### src/rtl/kcl_pkg.sv
// Shared types and constants for the keypad code lock controller.
// Holds the item structs, the mode encoding, key and event codes and the
// configuration register indexes. No dependencies.
package kcl_pkg;

    // Code buffers
    localparam int MAX_DIGITS = 15;
    localparam int DIGIT_W    = 4;
    localparam int CNT_W      = $clog2(MAX_DIGITS + 1);

    // Failed-attempt counter and its quotient by three
    localparam int ATT_W  = 8;
    localparam int DIV3_W = 7;

    // Counters
    localparam int LOCKDOWN_W  = 16;
    localparam int COUNTDOWN_W = 8;

    // Configuration port
    localparam int CFG_IDX_W  = 1;
    localparam int CFG_DATA_W = 8;

    localparam logic [CFG_IDX_W-1:0] CFG_LOCKDOWN_BASE   = 1'd0;
    localparam logic [CFG_IDX_W-1:0] CFG_ALARM_COUNTDOWN = 1'd1;

    localparam logic [CFG_DATA_W-1:0] LOCKDOWN_BASE_RST   = 8'd10;
    localparam logic [CFG_DATA_W-1:0] ALARM_COUNTDOWN_RST = 8'd15;

    typedef logic [DIGIT_W-1:0]                  digit_t;
    typedef logic [MAX_DIGITS-1:0][DIGIT_W-1:0]  code_t;
    typedef logic [CNT_W-1:0]                    count_t;

    // Factory code 1,2,3,4 (digit 0 in the low nibble)
    localparam code_t        STORED_CODE_RST   = code_t'(16'h4321);
    localparam logic [CNT_W-1:0] STORED_LEN_RST = CNT_W'(4);

    // Event kinds
    typedef enum logic [2:0] {
        EV_KEY     = 3'd0,
        EV_BACK    = 3'd1,
        EV_MOTION  = 3'd2,
        EV_TICK    = 3'd3,
        EV_MSG_DONE = 3'd4
    } kind_t;

    // Special keys
    localparam logic [3:0] KEY_LAST_DIGIT = 4'd9;
    localparam logic [3:0] KEY_STAR       = 4'd10;
    localparam logic [3:0] KEY_HASH       = 4'd11;

    // Lock modes
    typedef enum logic [3:0] {
        M_LOCKED         = 4'd0,
        M_ENTER          = 4'd1,
        M_UNLOCKED       = 4'd2,
        M_NEW            = 4'd3,
        M_CONFIRM        = 4'd4,
        M_ALERT          = 4'd5,
        M_LOCKDOWN       = 4'd6,
        M_MSG_WRONG      = 4'd7,
        M_MSG_CHANGED    = 4'd8,
        M_MSG_NOMATCH    = 4'd9,
        M_MSG_ALERTWRONG = 4'd10
    } mode_t;

    typedef struct packed {
        logic [2:0] kind;
        logic [3:0] key_code;
        logic       motion_level;
    } in_item_t;

    typedef struct packed {
        mode_t                   mode;
        logic                    is_unlocked;
        logic                    alert_active;
        logic [3:0]              entry_length;
        logic [LOCKDOWN_W-1:0]   lockdown_remaining;
        logic [ATT_W-1:0]        failed_attempts;
    } out_item_t;

endpackage

### src/rtl/keypad_code_lock_controller_core.sv
// Top level of the keypad code lock controller.
// Depends on kcl_pkg and kcl_code_cmp.
//
// Takes one event item per clock cycle while the result side keeps up. The item
// sits in an input register, then one pass of next-state logic updates the lock
// state and fills the result register, which offers the result item. That
// pass holds two parallel code compares and one 8x7 multiply for the lockdown
// reload. Both registers move independently, so a new item is taken every cycle
// while the result side keeps up. The stored code resets to 1,2,3,4. Configuration
// writes change only later reloads of the lockdown and alarm counters.
module keypad_code_lock_controller_core import kcl_pkg::*; (
    input  logic                  aclk,
    input  logic                  aresetn,
    // Configuration
    input  logic                  cfg_wr_en,
    input  logic [CFG_IDX_W-1:0]  cfg_index,
    input  logic [CFG_DATA_W-1:0] cfg_wdata,
    // Event items
    input  logic                  s_valid,
    output logic                  s_ready,
    input  in_item_t              s_data,
    // Result items
    output logic                  m_valid,
    input  logic                  m_ready,
    output out_item_t             m_data
);

    // Configuration registers
    logic [CFG_DATA_W-1:0] cfg_base_reg;
    logic [CFG_DATA_W-1:0] cfg_alarm_reg;

    // Input and result registers
    logic      in_valid_reg;
    in_item_t  in_item_reg;
    logic      m_valid_reg;
    out_item_t m_data_reg;
    out_item_t out_next;
    logic      advance;

    // Lock state
    mode_t                   mode_reg, mode_next;
    code_t                   stored_code_reg;
    count_t                  stored_len_reg, stored_len_next;
    logic                    stored_load;
    code_t                   entry_digits_reg;
    count_t                  entry_cnt_reg, entry_cnt_next;
    code_t                   confirm_digits_reg;
    count_t                  confirm_cnt_reg, confirm_cnt_next;
    logic [ATT_W-1:0]        attempt_reg, attempt_next;
    logic [1:0]              att_mod3_reg, att_mod3_next;
    logic [DIV3_W-1:0]       att_div3_reg, att_div3_next;
    logic [LOCKDOWN_W-1:0]   lockdown_reg, lockdown_next;
    logic [COUNTDOWN_W-1:0]  countdown_reg, countdown_next;
    logic                    tick_en_reg, tick_en_next;

    // Buffer edits
    logic   is_digit, is_hash, is_star, is_special, key_valid;
    logic   entry_edit, confirm_edit;
    logic   entry_push, entry_pop, confirm_push, confirm_pop;
    count_t entry_edit_cnt, confirm_edit_cnt;

    // Compares and lockdown reload
    logic                    stored_match, confirm_match;
    logic [DIV3_W-1:0]       div3_plus;
    logic [14:0]             reload_prod;
    logic [LOCKDOWN_W-1:0]   lockdown_reload;
    logic [ATT_W-1:0]        attempt_fail;
    logic [1:0]              mod3_fail;
    logic [DIV3_W-1:0]       div3_fail;

    // Handshake: the input register drains into the result register
    assign advance = in_valid_reg && (!m_valid_reg || m_ready);
    assign s_ready = !in_valid_reg || advance;
    assign m_valid = m_valid_reg;
    assign m_data  = m_data_reg;

    // Key decode
    assign is_digit   = in_item_reg.key_code <= KEY_LAST_DIGIT;
    assign is_star    = in_item_reg.key_code == KEY_STAR;
    assign is_hash    = in_item_reg.key_code == KEY_HASH;
    assign is_special = is_star || is_hash;
    assign key_valid  = in_item_reg.key_code <= KEY_HASH;

    assign entry_push     = is_digit && (entry_cnt_reg < CNT_W'(MAX_DIGITS));
    assign entry_pop      = is_hash && (entry_cnt_reg != '0);
    assign entry_edit_cnt = entry_push ? entry_cnt_reg + CNT_W'(1) :
                            entry_pop  ? entry_cnt_reg - CNT_W'(1) : entry_cnt_reg;

    assign confirm_push     = is_digit && (confirm_cnt_reg < CNT_W'(MAX_DIGITS));
    assign confirm_pop      = is_hash && (confirm_cnt_reg != '0);
    assign confirm_edit_cnt = confirm_push ? confirm_cnt_reg + CNT_W'(1) :
                              confirm_pop  ? confirm_cnt_reg - CNT_W'(1) : confirm_cnt_reg;

    // Code compares
    kcl_code_cmp u_cmp_stored (
        .code_a (stored_code_reg),
        .len_a  (stored_len_reg),
        .code_b (entry_digits_reg),
        .len_b  (entry_cnt_reg),
        .equal  (stored_match)
    );

    kcl_code_cmp u_cmp_confirm (
        .code_a (confirm_digits_reg),
        .len_a  (confirm_cnt_reg),
        .code_b (entry_digits_reg),
        .len_b  (entry_cnt_reg),
        .equal  (confirm_match)
    );

    // Lockdown reload: base * (1 + failures / 3), quotient kept in a register
    assign div3_plus       = att_div3_reg + DIV3_W'(1);
    assign reload_prod     = 15'(cfg_base_reg) * 15'(div3_plus);
    assign lockdown_reload = LOCKDOWN_W'(reload_prod);

    // Failure count after one more failure, saturating
    always_comb begin
        attempt_fail = attempt_reg;
        mod3_fail    = att_mod3_reg;
        div3_fail    = att_div3_reg;
        if (attempt_reg != '1) begin
            attempt_fail = attempt_reg + ATT_W'(1);
            if (att_mod3_reg == 2'd2) begin
                mod3_fail = 2'd0;
                div3_fail = att_div3_reg + DIV3_W'(1);
            end else begin
                mod3_fail = att_mod3_reg + 2'd1;
            end
        end
    end

    // Next state
    always_comb begin
        mode_next        = mode_reg;
        stored_len_next  = stored_len_reg;
        stored_load      = 1'b0;
        entry_cnt_next   = entry_cnt_reg;
        confirm_cnt_next = confirm_cnt_reg;
        attempt_next     = attempt_reg;
        att_mod3_next    = att_mod3_reg;
        att_div3_next    = att_div3_reg;
        lockdown_next    = lockdown_reg;
        countdown_next   = countdown_reg;
        tick_en_next     = tick_en_reg;
        entry_edit       = 1'b0;
        confirm_edit     = 1'b0;

        case (in_item_reg.kind)
            EV_KEY: begin
                if (key_valid) begin
                    case (mode_reg)
                        M_MSG_WRONG: begin
                            if (is_special) begin
                                entry_cnt_next = '0;
                                mode_next      = M_ENTER;
                            end
                        end
                        M_MSG_CHANGED: begin
                            if (is_special) mode_next = M_UNLOCKED;
                        end
                        M_MSG_NOMATCH: begin
                            if (is_special) begin
                                entry_cnt_next   = '0;
                                confirm_cnt_next = '0;
                                mode_next        = M_NEW;
                            end
                        end
                        M_ENTER: begin
                            if (is_star) begin
                                if (stored_match) begin
                                    attempt_next   = '0;
                                    att_mod3_next  = '0;
                                    att_div3_next  = '0;
                                    tick_en_next   = 1'b0;
                                    countdown_next = cfg_alarm_reg;
                                    mode_next      = M_UNLOCKED;
                                end else begin
                                    attempt_next  = attempt_fail;
                                    att_mod3_next = mod3_fail;
                                    att_div3_next = div3_fail;
                                    if (mod3_fail == 2'd0) begin
                                        tick_en_next = 1'b1;
                                        mode_next    = M_LOCKDOWN;
                                    end else begin
                                        mode_next = M_MSG_WRONG;
                                    end
                                end
                            end else begin
                                entry_edit = 1'b1;
                            end
                        end
                        M_UNLOCKED: begin
                            if (is_star) begin
                                entry_cnt_next   = '0;
                                confirm_cnt_next = '0;
                                mode_next        = M_NEW;
                            end
                        end
                        M_NEW: begin
                            if (is_star) mode_next = M_CONFIRM;
                            else entry_edit = 1'b1;
                        end
                        M_CONFIRM: begin
                            if (is_star) begin
                                if (confirm_match) begin
                                    stored_load     = 1'b1;
                                    stored_len_next = confirm_cnt_reg;
                                    mode_next       = M_MSG_CHANGED;
                                end else begin
                                    mode_next = M_MSG_NOMATCH;
                                end
                            end else begin
                                confirm_edit = 1'b1;
                            end
                        end
                        M_ALERT: begin
                            if (is_star) begin
                                mode_next = stored_match ? M_UNLOCKED : M_MSG_ALERTWRONG;
                            end else begin
                                entry_edit = 1'b1;
                            end
                        end
                        default: ;
                    endcase
                end
            end
            EV_BACK: begin
                case (mode_reg)
                    M_MSG_WRONG, M_UNLOCKED: begin
                        entry_cnt_next = '0;
                        mode_next      = M_ENTER;
                    end
                    M_MSG_CHANGED, M_NEW: mode_next = M_UNLOCKED;
                    M_MSG_NOMATCH, M_CONFIRM: begin
                        entry_cnt_next   = '0;
                        confirm_cnt_next = '0;
                        mode_next        = M_NEW;
                    end
                    default: ;
                endcase
            end
            EV_MOTION: begin
                if (mode_reg != M_ALERT) begin
                    if (in_item_reg.motion_level) begin
                        tick_en_next = 1'b1;
                        mode_next    = M_ENTER;
                    end else begin
                        entry_cnt_next   = '0;
                        confirm_cnt_next = '0;
                        tick_en_next     = 1'b0;
                        countdown_next   = cfg_alarm_reg;
                        mode_next        = M_LOCKED;
                    end
                end
            end
            EV_TICK: begin
                if (tick_en_reg) begin
                    if (mode_reg == M_LOCKDOWN) begin
                        if (lockdown_reg <= LOCKDOWN_W'(1)) begin
                            lockdown_next = lockdown_reload;
                            tick_en_next  = 1'b0;
                            mode_next     = M_ENTER;
                        end else begin
                            lockdown_next = lockdown_reg - LOCKDOWN_W'(1);
                        end
                    end else if (mode_reg == M_ENTER) begin
                        if (countdown_reg <= COUNTDOWN_W'(1)) begin
                            countdown_next = cfg_alarm_reg;
                            tick_en_next   = 1'b0;
                            mode_next      = M_ALERT;
                        end else begin
                            countdown_next = countdown_reg - COUNTDOWN_W'(1);
                        end
                    end
                end
            end
            EV_MSG_DONE: begin
                case (mode_reg)
                    M_MSG_WRONG: begin
                        entry_cnt_next = '0;
                        mode_next      = M_ENTER;
                    end
                    M_MSG_CHANGED: mode_next = M_UNLOCKED;
                    M_MSG_NOMATCH: begin
                        entry_cnt_next   = '0;
                        confirm_cnt_next = '0;
                        mode_next        = M_NEW;
                    end
                    M_MSG_ALERTWRONG: begin
                        entry_cnt_next = '0;
                        mode_next      = M_ALERT;
                    end
                    default: ;
                endcase
            end
            default: ;
        endcase

        // Apply digit append or erase
        if (entry_edit) entry_cnt_next = entry_edit_cnt;
        if (confirm_edit) confirm_cnt_next = confirm_edit_cnt;
    end

    // Result item from the updated state
    always_comb begin
        out_next.mode               = mode_next;
        out_next.is_unlocked        = mode_next == M_UNLOCKED;
        out_next.alert_active       = (mode_next == M_ALERT) || (mode_next == M_MSG_ALERTWRONG);
        out_next.entry_length       = (mode_next == M_CONFIRM) ? confirm_cnt_next : entry_cnt_next;
        out_next.lockdown_remaining = lockdown_next;
        out_next.failed_attempts    = attempt_next;
    end

    // Configuration registers
    always_ff @(posedge aclk) begin
        if (!aresetn) begin
            cfg_base_reg  <= LOCKDOWN_BASE_RST;
            cfg_alarm_reg <= ALARM_COUNTDOWN_RST;
        end else if (cfg_wr_en) begin
            if (cfg_index == CFG_LOCKDOWN_BASE) cfg_base_reg <= cfg_wdata;
            if (cfg_index == CFG_ALARM_COUNTDOWN) cfg_alarm_reg <= cfg_wdata;
        end
    end

    // Input register
    always_ff @(posedge aclk) begin
        if (!aresetn) begin
            in_valid_reg <= 1'b0;
        end else if (s_valid && s_ready) begin
            in_valid_reg <= 1'b1;
        end else if (advance) begin
            in_valid_reg <= 1'b0;
        end
    end

    always_ff @(posedge aclk) begin
        if (s_valid && s_ready) in_item_reg <= s_data;
    end

    // Result register
    always_ff @(posedge aclk) begin
        if (!aresetn) begin
            m_valid_reg <= 1'b0;
        end else if (advance) begin
            m_valid_reg <= 1'b1;
        end else if (m_ready) begin
            m_valid_reg <= 1'b0;
        end
    end

    always_ff @(posedge aclk) begin
        if (advance) m_data_reg <= out_next;
    end

    // Lock state
    always_ff @(posedge aclk) begin
        if (!aresetn) begin
            mode_reg        <= M_LOCKED;
            stored_code_reg <= STORED_CODE_RST;
            stored_len_reg  <= STORED_LEN_RST;
            entry_cnt_reg   <= '0;
            confirm_cnt_reg <= '0;
            attempt_reg     <= '0;
            att_mod3_reg    <= '0;
            att_div3_reg    <= '0;
            lockdown_reg    <= LOCKDOWN_W'(LOCKDOWN_BASE_RST);
            countdown_reg   <= ALARM_COUNTDOWN_RST;
            tick_en_reg     <= 1'b0;
        end else if (advance) begin
            mode_reg        <= mode_next;
            stored_len_reg  <= stored_len_next;
            entry_cnt_reg   <= entry_cnt_next;
            confirm_cnt_reg <= confirm_cnt_next;
            attempt_reg     <= attempt_next;
            att_mod3_reg    <= att_mod3_next;
            att_div3_reg    <= att_div3_next;
            lockdown_reg    <= lockdown_next;
            countdown_reg   <= countdown_next;
            tick_en_reg     <= tick_en_next;
            if (stored_load) stored_code_reg <= confirm_digits_reg;
        end
    end

    // Digit buffers; only positions below the count are ever read
    always_ff @(posedge aclk) begin
        if (advance && entry_edit && entry_push) begin
            entry_digits_reg[entry_cnt_reg] <= in_item_reg.key_code;
        end
        if (advance && confirm_edit && confirm_push) begin
            confirm_digits_reg[confirm_cnt_reg] <= in_item_reg.key_code;
        end
    end

endmodule

### src/rtl/kcl_code_cmp.sv
// Parallel compare of two digit codes with their lengths.
// Depends on kcl_pkg for the code and count types.
module kcl_code_cmp import kcl_pkg::*; (
    input  code_t  code_a,
    input  count_t len_a,
    input  code_t  code_b,
    input  count_t len_b,
    output logic   equal
);

    logic [MAX_DIGITS-1:0] digit_ok;

    // Check every position; positions past the length always pass
    always_comb begin
        for (int i = 0; i < MAX_DIGITS; i++) begin
            digit_ok[i] = (CNT_W'(i) >= len_a) || (code_a[i] == code_b[i]);
        end
    end

    assign equal = (len_a == len_b) && (len_a <= CNT_W'(MAX_DIGITS)) && (&digit_ok);

endmodule

### config.mk
export PLATFORM = sky130hd
export DESIGN_NAME = keypad_code_lock_controller_core
export DESIGN_NICKNAME = d
export VERILOG_FILES = /design/src/rtl/kcl_pkg.sv /design/src/rtl/keypad_code_lock_controller_core.sv /design/src/rtl/kcl_code_cmp.sv
export SDC_FILE = /design/constraint.sdc
export NUM_CORES = 1
export LEC_CHECK = 0
export BUFFER_PORTS_ARGS = -buffer_cell sky130_fd_sc_hd__buf_2
export CAP_MARGIN = 20
export CORE_MARGIN = 2
export CORE_UTILIZATION = 60
export DETAILED_ROUTE_END_ITERATION = 7
export GPL_TIMING_DRIVEN = 0
export PLACE_DENSITY_LB_ADDON = 0.12
export SYNTH_ARGS = -nofsm -noshare
export SYNTH_HDL_FRONTEND = slang
export SYNTH_SLANG_ARGS = --single-unit
### constraint.sdc
create_clock -name aclk -period 6.6 [get_ports aclk]
set_input_delay 0.99 -clock aclk [delete_from_list [all_inputs] [get_ports aclk]]
set_output_delay 0.99 -clock aclk [all_outputs]
set_load 0.01 [all_outputs]
# [Yosys cells after proc, flatten, opt, wreduce, memory -nomap -nowiden]
# Cells that the tools add are included.
[op_classes] n_addsub=9 mul=1 order_cmp=42 eq_ne=65 mux=111 bitwise_logic=1 reduce_logical=78
[ops] op="two-way mux 4 bit" n=39
[ops] op="== test 4 bit" n=32
[ops] op="two-way mux 8 bit" n=16
[ops] op="bitwise mux 60 bit" n=2
[ops] op="two-way mux 16 bit" n=4
[ops] op=">= comparator 4 bit (first input constant)" n=14
[ops] op="one-hot mux 4 bit (4 select lines)" n=3
[ops] op="logical OR 1 bit" n=34
[ops] op="demux 4 bit (select 4 bit)" n=2
[ops] op=">= comparator 3 x 4 -> 1 bit (first input constant)" n=8
[ops] op="one-hot mux 4 bit (8 select lines)" n=1
[ops] op="two-way mux 1 bit" n=31
[ops] op="AND reduction 15 bit" n=2
[ops] op="== test 4 x 3 -> 1 bit (second input constant)" n=6
[ops] op="== test 4 bit (second input constant)" n=6
[ops] op="one-hot mux 8 bit (3 select lines)" n=1
[ops] op="two-way mux 7 bit" n=3
[ops] op="one-hot mux 4 bit (5 select lines)" n=1
[ops] op="inequality test 2 bit (second input constant)" n=9
[ops] op=">= comparator 1 x 4 -> 1 bit (first input constant)" n=4
[ops] op=">= comparator 2 x 4 -> 1 bit (first input constant)" n=4
[ops] op="less-or-equal comparator 16 x 1 -> 1 bit (second input constant)" n=1
[ops] op="less-or-equal comparator 4 bit (second input constant)" n=4
[ops] op="logical AND 1 bit" n=16
[ops] op="41 further kinds" n=64
[totals] reg_bits=298 input_bits=22 out_inout_bits=36 elab_cells=375

# [Depth between registers and ports, before layout]
# Gate-level depths: netlist of run 1.
[depth] word_depth=12 depth_mapped=20 depth_no_buf=20

# [Cells and area by module]
# A second synthesis of run 1 with hierarchy kept.
[unflattened] hier_cells=1639 area_unflattened_um2=15954.1
[by_module_without_submodules] module="keypad_code_lock_controller_core" instances=1 cells_each=1429 area_each_um2=14295.0 seq_area_each_um2=7587.3
[by_module_without_submodules] module="kcl_code_cmp" instances=2 cells_each=105 area_each_um2=829.5 seq_area_each_um2=0.0

# [Worst setup path after synthesis of run 1]
# No wires, ideal clock.
[synth_path] kind="reg2reg" start="register att_div3_reg[1]" end="register m_data_reg, in the netlist m_data[22] (data pin)" setup_time_ns=0.254 arrival_time_ns=4.981 t_required_ns=6.346 slack_ns=1.365 path_stages_with_launch=21 n_path_buf=0 period_less_slack_ns=5.235 path_cell_list="dfxtp_1 -> ha_1 -> nand2_1 -> nor2_1 -> xor2_1 -> nand2_1 -> fa_1 -> fa_1 -> inv_1 -> fa_1 -> inv_1 -> fa_1 -> inv_1 -> ha_1 -> inv_1 -> o21bai_1 -> a31oi_1 -> o21ai_0 -> o41ai_1 -> xor2_1 -> a21o_1"
[synth_via] elab_chain_cells=6
[synth_lines] item="start, declared" line="keypad_code_lock_controller_core.sv:51" rtl="logic [DIV3_W-1:0] att_div3_reg, att_div3_next;"
[synth_lines] item="start signal, assigned" line="keypad_code_lock_controller_core.sv:376" rtl="att_div3_reg <= att_div3_next;"
[synth_lines] item="adder 7 x 1 -> 7 bit" line="keypad_code_lock_controller_core.sv:112" rtl="assign div3_plus = att_div3_reg + DIV3_W'(1);"
[synth_lines] item="multiplier 8 x 7 -> 15 bit" line="keypad_code_lock_controller_core.sv:113" rtl="assign reload_prod = 15'(cfg_base_reg) * 15'(div3_plus);"
[synth_lines] item="two-way mux 16 bit" line="keypad_code_lock_controller_core.sv:259" rtl="if (lockdown_reg <= LOCKDOWN_W'(1)) begin"
[synth_lines] item="two-way mux 16 bit" line="keypad_code_lock_controller_core.sv:258" rtl="if (mode_reg == M_LOCKDOWN) begin"
[synth_lines] item="two-way mux 16 bit" line="keypad_code_lock_controller_core.sv:257" rtl="if (tick_en_reg) begin"
[synth_lines] item="two-way mux 16 bit" line="keypad_code_lock_controller_core.sv:148" rtl="case (in_item_reg.kind)"
[synth_lines] item="via lockdown_next[14]" line="keypad_code_lock_controller_core.sv:52" rtl="logic [LOCKDOWN_W-1:0] lockdown_reg, lockdown_next;"
[synth_lines] item="end signal, assigned" line="keypad_code_lock_controller_core.sv:352" rtl="if (advance) m_data_reg <= out_next;"
[synth_lines] item="end, declared" line="keypad_code_lock_controller_core.sv:36" rtl="out_item_t m_data_reg;"
# The timed path passes the listed nets, and every way through them passes these cells.
# A chain may end at the register's enable or synchronous reset.

# [Worst setup path after layout of run 1]
# Ends and elaborated chain as after synthesis.

==> results of run 1 <==
==> metrics by stage <==
step                      power (mW)  util, %  hold WS, ns  instances  cell area [sq um]
after CTS                       4.02     68.3        0.467       2022              17800
final                           4.00     68.3        0.465       2022              17800
after floorplan                 2.19        -        0.432       1568              16000
after detailed placement        2.29     64.4        0.456       1966              16800
after global routing            4.12     68.3        0.492       2022              17800
after global placement          2.28     63.9        0.442       1959              16700
==> synth_stat cells (6+ instances only) <==
cell type and instances:
nand2_1 139, mux2i_1 74, xor2_1 78, inv_1 50, nor2b_1 21, a21oi_1 66
nor4_1 24, o211ai_1 10, and2_1 39, fa_1 29, nor2_1 166, a41oi_1 15
a31oi_1 16, o221ai_1 7, a21o_1 11, o31ai_1 10, clkbuf_1 68, nand4_1 14
o21ai_0 44, or3_1 11, a22oi_1 11, nor3_1 44, xnor2_1 70, nand2b_1 20
and3_1 7, buf_2 8, o21a_1 6, ha_1 49, edfxtp_1 162, nand3_1 36
a211oi_1 14, o41ai_1 13, dfxtp_1 136
==> power by group through the flow <==
| stage | registers (mW) | logic (mW) | clock network, mW |
|---|---|---|---|
| 6_report | 2.01 | 0.241 | 1.75 |
| 5_1_grt | 2.02 | 0.262 | 1.84 |
| 4_1_cts | 2.01 | 0.238 | 1.77 |
| 3_5_place_dp | 2.05 | 0.236 | 0 |
| 3_3_place_gp | 2.06 | 0.219 | 0 |
| 2_1_floorplan | 2.05 | 0.141 | 0 |
==> cell type report <==
| type | instances | area [sq um] | share of cell area (%) |
|---|---|---|---|
| buffer | 78 | 304 | 1.70 |
| clock buffer | 37 | 838 | 4.70 |
| inverter | 52 | 195 | 1.09 |
| tap | 335 | 419 | 2.35 |
| sequential | 298 | 7590 | 42.5 |
| timing repair buffer | 63 | 395 | 2.22 |
| clock inverter | 19 | 181 | 1.02 |
| multi-input combinational | 1140 | 7930 | 44.4 |
==> worst min-delay path by stage <==
stage                     slack, ns        startpoint  depth (start not counted)               end
after floorplan                0.43  cfg_alarm_reg[0]                          2  cfg_alarm_reg[0]
after global placement         0.44  cfg_alarm_reg[0]                          2  cfg_alarm_reg[0]
after detailed placement       0.46  cfg_alarm_reg[0]                          2  cfg_alarm_reg[0]
after CTS                      0.47  cfg_alarm_reg[7]                          2  cfg_alarm_reg[7]
after global routing           0.49  cfg_alarm_reg[7]                          2  cfg_alarm_reg[7]
final                          0.46  cfg_alarm_reg[7]                          2  cfg_alarm_reg[7]
==> logic make-up after synthesis <==
kind of cell,count (synthesis),share of synthesized area [%]
AOI/OAI and AO/OA,290,12.7
xor gates and xnor gates,148,8.10
DFF,298,47.4
adders and majority gates,78,7.46
muxes,77,4.84
buffers and inverters,130,3.11
and+or+nand+nor,547,16.4
==> layout by cell type, fill, tap and decap left out, types with 13 or more instances in the layout <==
cell type  count
nor2_1       166
edfxtp_1     162
nand2_1      139
dfxtp_1      136
xor2_1        78
mux2i_1       74
xnor2_1       70
clkbuf_1      69
a21oi_1       66
buf_2         66
inv_1         50
ha_1          49
nor3_1        44
o21ai_0       44
and2_1        39
nand3_1       36
clkbuf_16     31
fa_1          29
nor4_1        24
nor2b_1       21
nand2b_1      20
a31oi_1       16
a41oi_1       15
nand4_1       14
a211oi_1      14
o41ai_1       13
==> layer usage <==
| metal | routed length, um | track usage [%] |
|---|---|---|
| met5 | 0 | 0 |
| met4 | 1240 | 9.72 |
| met2 | 20500 | 51.7 |
| met3 | 2570 | 3.66 |
| met1 | 17000 | 37.9 |
==> worst max-delay path, stage by stage (launching register included) <==
cell      delay, ns
dfxtp_1        0.37
ha_1           0.31
nand2_1        0.10
nor2_1         0.12
xor2_1         0.56
nand2_1        0.17
fa_1           0.54
fa_1           0.54
inv_1          0.05
fa_1           0.53
inv_1          0.05
fa_1           0.53
inv_1          0.04
ha_1           0.34
inv_1          0.07
o21bai_1       0.09
a31oi_1        0.27
o21ai_0        0.17
o41ai_1        0.56
xor2_1         0.14
a21o_1         0.20
==> metrics, run 1 <==
Post-Synthesis Cells 1568; CP endpoint kind flop; Die Width 167 um; number of distinct library cells after synthesis 79; Ant. Diodes 0; fillers 2048; Setup-failing EPs final 0; TritonCTS Buffers 30; CP max FO 9; ys flop type edfxtp_1; cell taking the most area after synthesis edfxtp_1; Worst Setup Start Kind flop; internal cell power 3.08 mW; Core Rows 59; syn_area_per_cell 10.2 sq um; worst r2r dst m_data[22]; Lkg Pwr 6.57 nW; Combinational Power Share 6.0%; Final GP Congestion 0.943; register area share after synthesis 47.4%; layout cells sized above 1 8.77%; global-route wire length before repair 65600 um; grt ovf 0; Iter 0 DRT Violations 1028; status finished clean; port bufs 56; dpl hpwl 30000 um; RR Startpoint att_div3_reg[1]; Hold Crit Class reg2reg; worst setup path startpoint att_div3_reg[1]; initial antenna violation count 0; DR DRC count 0; crit share post-route 90.9%; post-layout min period 6.00 ns; largest net degree at the start of global routing 31; post-route setup slack 0.598 ns; GRT Util Overall 29.4%; routed len/inst 20.4 um; Max clock buf depth 3; yosys warns 0; Netlist Area Pre-Place 16000 sq um; setup bufs post-CTS 0; die area 28000 sq um; Synth area leaders edfxtp_1 30%, dfxtp_1 17%, mux2i_1 4.6%; max_cap viols 0; Slew Limit Headroom 35.7%; 1st-pass router iterations 6; Critical Path End m_data[22]; Via Count 12.4k; post-synthesis sequential element count 298; Routed WL 41300 um; top cell type's share of synthesized area 30.4%; clk slew on worst S/H paths 0.07 ns; Setup CP Type reg2reg; fin. max-slew vios 0; Final nets 1763; Clk network pwr share 43.7%; CP required 6.91 ns; Clock Latency Late Sink 0.56 ns; Starting Density 61.3%; fmax 0.167 GHz; clock root cell clkbuf_16; chip height 167 um; P per Cell Area 224 nW/um^2; Core Area 26100 sq um; Post-Route Skew 0.0149 ns; Total Neg Setup Slack 0 ns; vias in the first global route 12.2k; Post-Place Worst Slack 0.643 ns; Ports 58; H-tree levels 1; Sw Pwr 922 uW; sequential power share 50.3%; routed vias/inst 6.13; Arr. time, crit path 6.31 ns; RSZ-0062 raised after global routing no; switching share of power 23.0%; clock tree from TritonCTS done; Post-synth EDFFs 162; CTS Hold Bufs 0; post-CTS sizing 0; CTS Sinks 298; reg2reg path depth 20; VDD IR-drop max 181 uV; antenna-violating nets left 0; Hold Fails Final Rpt 0; ys async rst share 0%; Syn Nets 1668; Syn-to-layout area delta 11.5%; Worst R2R Setup Slack 0.60 ns; worst slew pin tran 0.965 ns
Note: power is estimated with default switching activity, not from simulation.
==> run 2: changes to the inputs <==
--- a/config.mk
+++ b/config.mk
@@ -8,7 +8,7 @@
 export BUFFER_PORTS_ARGS = -buffer_cell sky130_fd_sc_hd__buf_2
 export CAP_MARGIN = 20
 export CORE_MARGIN = 2
-export CORE_UTILIZATION = 60
+export CORE_UTILIZATION = 30
 export DETAILED_ROUTE_END_ITERATION = 7
 export GPL_TIMING_DRIVEN = 0
 export PLACE_DENSITY_LB_ADDON = 0.12
==> metrics, run 2 (same netlist as run 1, synthesis figures left out) <==
Core Rows 84 (+42%); hold depth 2 (unchanged); HP Start cfg_alarm_reg[6]; GRT Util Overall 17.1% (-12 points); Syn-to-layout area delta 15.5%; Hold Crit Class reg2reg; Total Neg Setup Slack 0 ns (unchanged); port bufs 56 (unchanged); H-tree levels 2 (+1); Ports 58 (unchanged); post-route setup slack 0.290 ns (-0.309 ns); Setup-failing EPs final 0 (unchanged); commonest non-fill, non-tap cells in the layout 166 x nor2_1, 162 x edfxtp_1, 139 x nand2_1, 136 x dfxtp_1, 77 x xor2_1; layout cells sized above 1 8.77% (about the same); Routed WL 48000 um (+16%); reg2reg path depth 20 (unchanged); CP max FO 10 (+1); total power 4.22 mW (+5.5%); post-layout min period 6.31 ns (+0.309 ns); Placed Cells 2319 (+18%); FF/Latch Area 7590 sq um (unchanged); routed len/inst 20.1 um (-1.6%); status finished clean; placed cell area 17300 sq um (+2.9%); Slew Limit Headroom 26.5% (-9.2 points); initial antenna violation count 2 (+2); CP endpoint kind flop; grt ovf 0 (unchanged); fin. max-slew vios 0 (unchanged); Final GP Congestion 0.852 (-9.6%); dpl hpwl 35300 um (+18%); worst r2r dst m_data[22]; RSZ-0062 raised after global routing no; vias in the first global route 11.9k (-2.0%); Layout Utilization 35.1% (-33 points); fillers 5330 (+160%); CP required 6.91 ns (about the same); CTS Sinks 298 (unchanged); largest net degree at the start of global routing 26 (-16%); Clock Latency Late Sink 0.56 ns (about the same); Via Count 12.2k (-1.7%); Worst Setup Start Kind flop; Core Area 52700 sq um (+100%); CTS Hold Bufs 0 (unchanged); Iter 0 DRT Violations 864 (-16%); final instance count without filler cells 2388 (+18%); area occupied by multi-input gates 7930 sq um (about the same); P per Cell Area 228 nW/um^2 (+1.9%); crit share post-route 95.6% (+4.7 points); Post-Route Skew 0.0254 ns (+0.0105 ns); Arr. time, crit path 6.62 ns (+0.31 ns); RR Startpoint att_div3_reg[1]; routed vias/inst 5.10 (-17%); Fin Hold WS 0.464 ns (-0.000861 ns); max_cap viols 0 (unchanged); most common cell after layout, fill and taps aside nor2_1; post-route cell area 18500 sq um (+3.6%); VDD IR-drop max 171 uV (-5.4%); Hold Path End cfg_alarm_reg[6]; DR DRC count 0 (unchanged); clock root cell clkbuf_16; Post-Place Worst Slack 0.354 ns (-0.289 ns); clock tree from TritonCTS done; Lkg Pwr 6.65 nW (+1.1%); Setup CP Type reg2reg; fmax 0.158 GHz (-4.9%); Max clock buf depth 3 (unchanged); Starting Density 30.4% (-31 points); Worst R2R Setup Slack 0.29 ns (-0.31 ns); 1st-pass router iterations 6 (unchanged); Die Width 235 um (+40%); clk slew on worst S/H paths 0.06 ns (about the same); global-route wire length before repair 72600 um (+11%); TritonCTS Buffers 37 (+23%); worst slew pin tran 1.09 ns (+0.123 ns); chip height 235 um (+40%); antenna-violating nets left 0 (unchanged); Hold Fails Final Rpt 0 (unchanged); Final nets 1772 (+0.51%); die area 55200 sq um (+97%)
[run 2: what timing repair did]
| item | 4_1_cts | 5_1_grt |
|---|---|---|
| gates resized for setup | 0 | 1 |
| setup endpoints to repair | 0 | 3 |
| buffers inserted | 0 | 0 |
[run 2: per-layer routing]
layer | routed length, um | vias up | global-route usage (%)
met2 | 21700 | 320 | 26.9
met1 | 22300 | 5935 | 23.7
li1 | - | 5847 | -
met5 | 0 | - | 0
met3 | 2620 | 81 | 2.98
met4 | 1300 | 0 | 5.56
[run 2: final cells by class]
class / instances / share of cell area (%)
Clock buffer: 47 / 5.32
Buffer: 78 / 1.64
Multi-Input combinational cell: 1140 / 42.9
Tap cell: 688 / 4.66
Inverter: 52 / 1.06
Antenna cell: 1 / 0.0135
Sequential cell: 298 / 41.0
Clock inverter: 19 / 0.927
Timing Repair Buffer: 65 / 2.42
[run 2: worst max-delay path by stage]
stage / start / end / depth (start not counted)
6_report: att_div3_reg[1] / m_data[22] / 20
5_1_grt: att_div3_reg[1] / m_data[22] / 20
4_1_cts: att_div3_reg[1] / m_data[22] / 20
3_5_place_dp: att_div3_reg[1] / m_data[22] / 20
3_3_place_gp: att_div3_reg[1] / m_data[22] / 20
2_1_floorplan: att_div3_reg[1] / m_data[22] / 20
[run 2: report_power, final]
part | internal [mW] | switching, mW | leakage (nW)
combinational | 0.0842 | 0.171 | 3.51
sequential | 1.98 | 0.0295 | 2.58
clock | 1.14 | 0.818 | 0.559
total | 3.21 | 1.02 | 6.65
[run 2: worst max-delay path, stage by stage, from the launching register on]
cell and delay (ns):
dfxtp_1 0.37, ha_1 0.29, nand2_1 0.08, nor2_1 0.11, xor2_1 0.79, nand2_1 0.18
fa_1 0.55, fa_1 0.55, inv_1 0.06, fa_1 0.53, inv_1 0.05, fa_1 0.52
inv_1 0.04, ha_1 0.34, inv_1 0.07, o21bai_1 0.09, a31oi_1 0.29, o21ai_0 0.16
o41ai_1 0.63, xor2_1 0.14, a21o_1 0.21
==> run 3: changes to the inputs <==
--- a/config.mk
+++ b/config.mk
@@ -5,6 +5,7 @@
 export SDC_FILE = /design/constraint.sdc
 export NUM_CORES = 1
 export LEC_CHECK = 0
+export ABC_AREA = 1
 export BUFFER_PORTS_ARGS = -buffer_cell sky130_fd_sc_hd__buf_2
 export CAP_MARGIN = 20
 export CORE_MARGIN = 2
==> constraint.sdc (replaced) <==
create_clock -name aclk -period 5.5 [get_ports aclk]
set_input_delay 0.55 -clock aclk [delete_from_list [all_inputs] [get_ports aclk]]
set_output_delay 0.55 -clock aclk [all_outputs]
set_load 0.01 [all_outputs]
==> metrics, run 3 <==
Hold Crit Class in2reg; P per Cell Area 272 nW/um^2 (+19%); ys flop type edfxtp_1; 1st-pass router iterations 4 (-2); initial antenna violation count 2 (unchanged); fillers 5659 (+6.2%); die area 56800 sq um (+2.8%); Ant. Diodes 0 (-1); global-route wire length before repair 73800 um (+1.6%); post-layout min period 5.17 ns (-1.15 ns); grt ovf 0 (unchanged); Placed Cells 2756 (+19%); switching share of power 26.0% (+1.9 points); most used cell along the critical path inv_1; clock root cell clkbuf_16; Total Neg Setup Slack 0 ns (unchanged); register area share after synthesis 46.1% (-1.3 points); Routed WL 47700 um (-0.65%); Slew Limit Headroom 38.5% (+12 points); Max clock buf depth 3 (unchanged); syn_area_per_cell 8.24 sq um (-19%); Post-Route Skew 0.0347 ns (+0.00934 ns); placed cell area 17700 sq um (+2.5%); CTS Sinks 298 (unchanged); fin. max-slew vios 0 (unchanged); Starting Density 30.5% (+0.069 points); GRT Util Overall 16.9% (-0.18 points); CTS Hold Bufs 0 (unchanged); vias in the first global route 13.1k (+9.8%); chip height 238 um (+1.4%); Via Count 13.4k (+9.7%); Syn-to-layout area delta 15.8%; Lkg Pwr 8.10 nW (+22%); Final GP Congestion 0.857 (+0.57%); Combinational Power Share 7.9% (+1.9 points); Ports 58 (unchanged); top cell type's share of synthesized area 29.6% (-0.84 points); area occupied by multi-input gates 7570 sq um (-4.6%); ys async rst share 0% (unchanged); Setup CP Type reg2reg; commonest cells in the netlist 426 x nand2_1, 289 x inv_1, 215 x nor2_1; Hold Fails Final Rpt 0 (unchanged); sequential power share 47.1% (-0.5 points); Post-Place Worst Slack -0.487 ns (-0.841 ns); TritonCTS Buffers 37 (unchanged); yosys warns 0 (unchanged); Final nets 2205 (+24%); max incr delay on CP 0.54 ns (-0.25 ns); antenna-violating nets left 0 (unchanged); Worst Setup Start Kind flop; routed vias/inst 4.73 (-7.4%); Clock Latency Late Sink 0.58 ns (+0.02 ns); Core Rows 85 (+1.2%); internal cell power 3.84 mW (+20%); max_cap viols 0 (unchanged); HP Start s_data[1]; Clk network pwr share 45.0% (-1.3 points); Core Area 54000 sq um (+2.6%); Synth area leaders edfxtp_1 30%, dfxtp_1 17%, nand2_1 9.7%; CP required 5.82 ns (-1.09 ns); Iter 0 DRT Violations 817 (-5.4%); clk slew on worst S/H paths 0.06 ns (about the same); routed len/inst 16.9 um (-16%); worst slew pin tran 0.922 ns (-0.166 ns); number of distinct library cells after synthesis 59 (-25%); Fin Hold WS 0.155 ns (-0.309 ns); Syn Nets 2098 (+26%); Arr. time, crit path 5.48 ns (-1.14 ns); post-synthesis sequential element count 298 (unchanged); Post-Synthesis Cells 1998 (+27%); most common cell after layout, fill and taps aside nand2_1; total power 5.19 mW (+23%); Layout Utilization 35.3% (+0.17 points); cell taking the most area after synthesis edfxtp_1; final instance count without filler cells 2828 (+18%); Setup-failing EPs final 0 (unchanged); FF/Latch Area 7590 sq um (about the same); Die Width 238 um (+1.4%); Top Family by Delay on Critical Path adder cells; DR DRC count 0 (unchanged); Buf+Inv Stages, Crit Path 6 (+2); worst setup path startpoint att_div3_reg[0]; layout cells sized above 1 11.3% (+2.5 points); clock tree from TritonCTS done; H-tree levels 2 (unchanged); RR Startpoint att_div3_reg[0]; post-route cell area 19100 sq um (+3.1%); dpl hpwl 35400 um (+0.42%); post-route setup slack 0.335 ns (+0.0454 ns); crit share post-route 93.9% (-1.7 points); fmax 0.194 GHz (+22%); Post-synth EDFFs 162 (unchanged); commonest non-fill, non-tap cells in the layout 422 x nand2_1, 285 x inv_1, 212 x nor2_1, 162 x edfxtp_1, 156 x o21ai_0; CP max FO 7 (-3); CP max-delay cell fa_1; Sw Pwr 1.35 mW (+33%); most common cell in the netlist nand2_1; status finished clean; Netlist Area Pre-Place 16500 sq um (+2.8%); largest net degree at the start of global routing 40 (+54%); CP endpoint kind flop; VDD IR-drop max 212 uV (+24%); port bufs 56 (unchanged)
## run 3: worst paths after layout
kind	end	slack [ns]	cells past startpoint
setup / recovery	m_data[21]	0.33	27
hold / removal	in_item_reg[1]	0.16	1
setup reg to reg	m_data[21]	0.33	27
hold reg to reg	stored_code_reg[19]	0.46	2
## run 3: area by class of cell
cell class	count	area share (%)
Timing Repair Buffer	68	2.42
Clock buffer	51	5.34
Multi-Input combinational cell	1338	39.7
Buffer	50	1.29
Clock inverter	15	0.683
Tap cell	696	4.57
Inverter	312	6.16
Sequential cell	298	39.8
## run 3: routing by layer
layer  GRT usage [%]  share of wire (%)  up-vias
li1                -                  -     6729
met1            23.5                 48     6295
met2            27.0                 45      278
met3            2.60                4.5       62
met4            5.25                2.2        0
met5               0                  0        -
## run 3: logic make-up after synthesis
group                      synth area share [%]
AOI/OAI and AO/OA                          12.8
adders and majority gates                  7.25
DFF                                        46.1
and+or+nand+nor                            20.4
buffers and inverters                      8.61
xor gates and xnor gates                   4.74
muxes                                    0.0608
## run 3: repair_timing
item | in CTS | in global routing
endpoints found under the setup margin | 15 | 14
buffers inserted | 1 | 5
hold endpoints to repair | 0 | 0
pin swaps | 0 | 13
gates resized for setup | 9 | 29
## run 3: power groups by stage
stage               Combinational [mW]  Clock, mW  Sequential [mW]
floorplan                        0.255          0             2.48
global placement                 0.387          0             2.50
detailed placement               0.409          0             2.49
CTS                              0.412       2.42             2.44
global route                     0.461       2.49             2.45
finish                           0.412       2.33             2.44
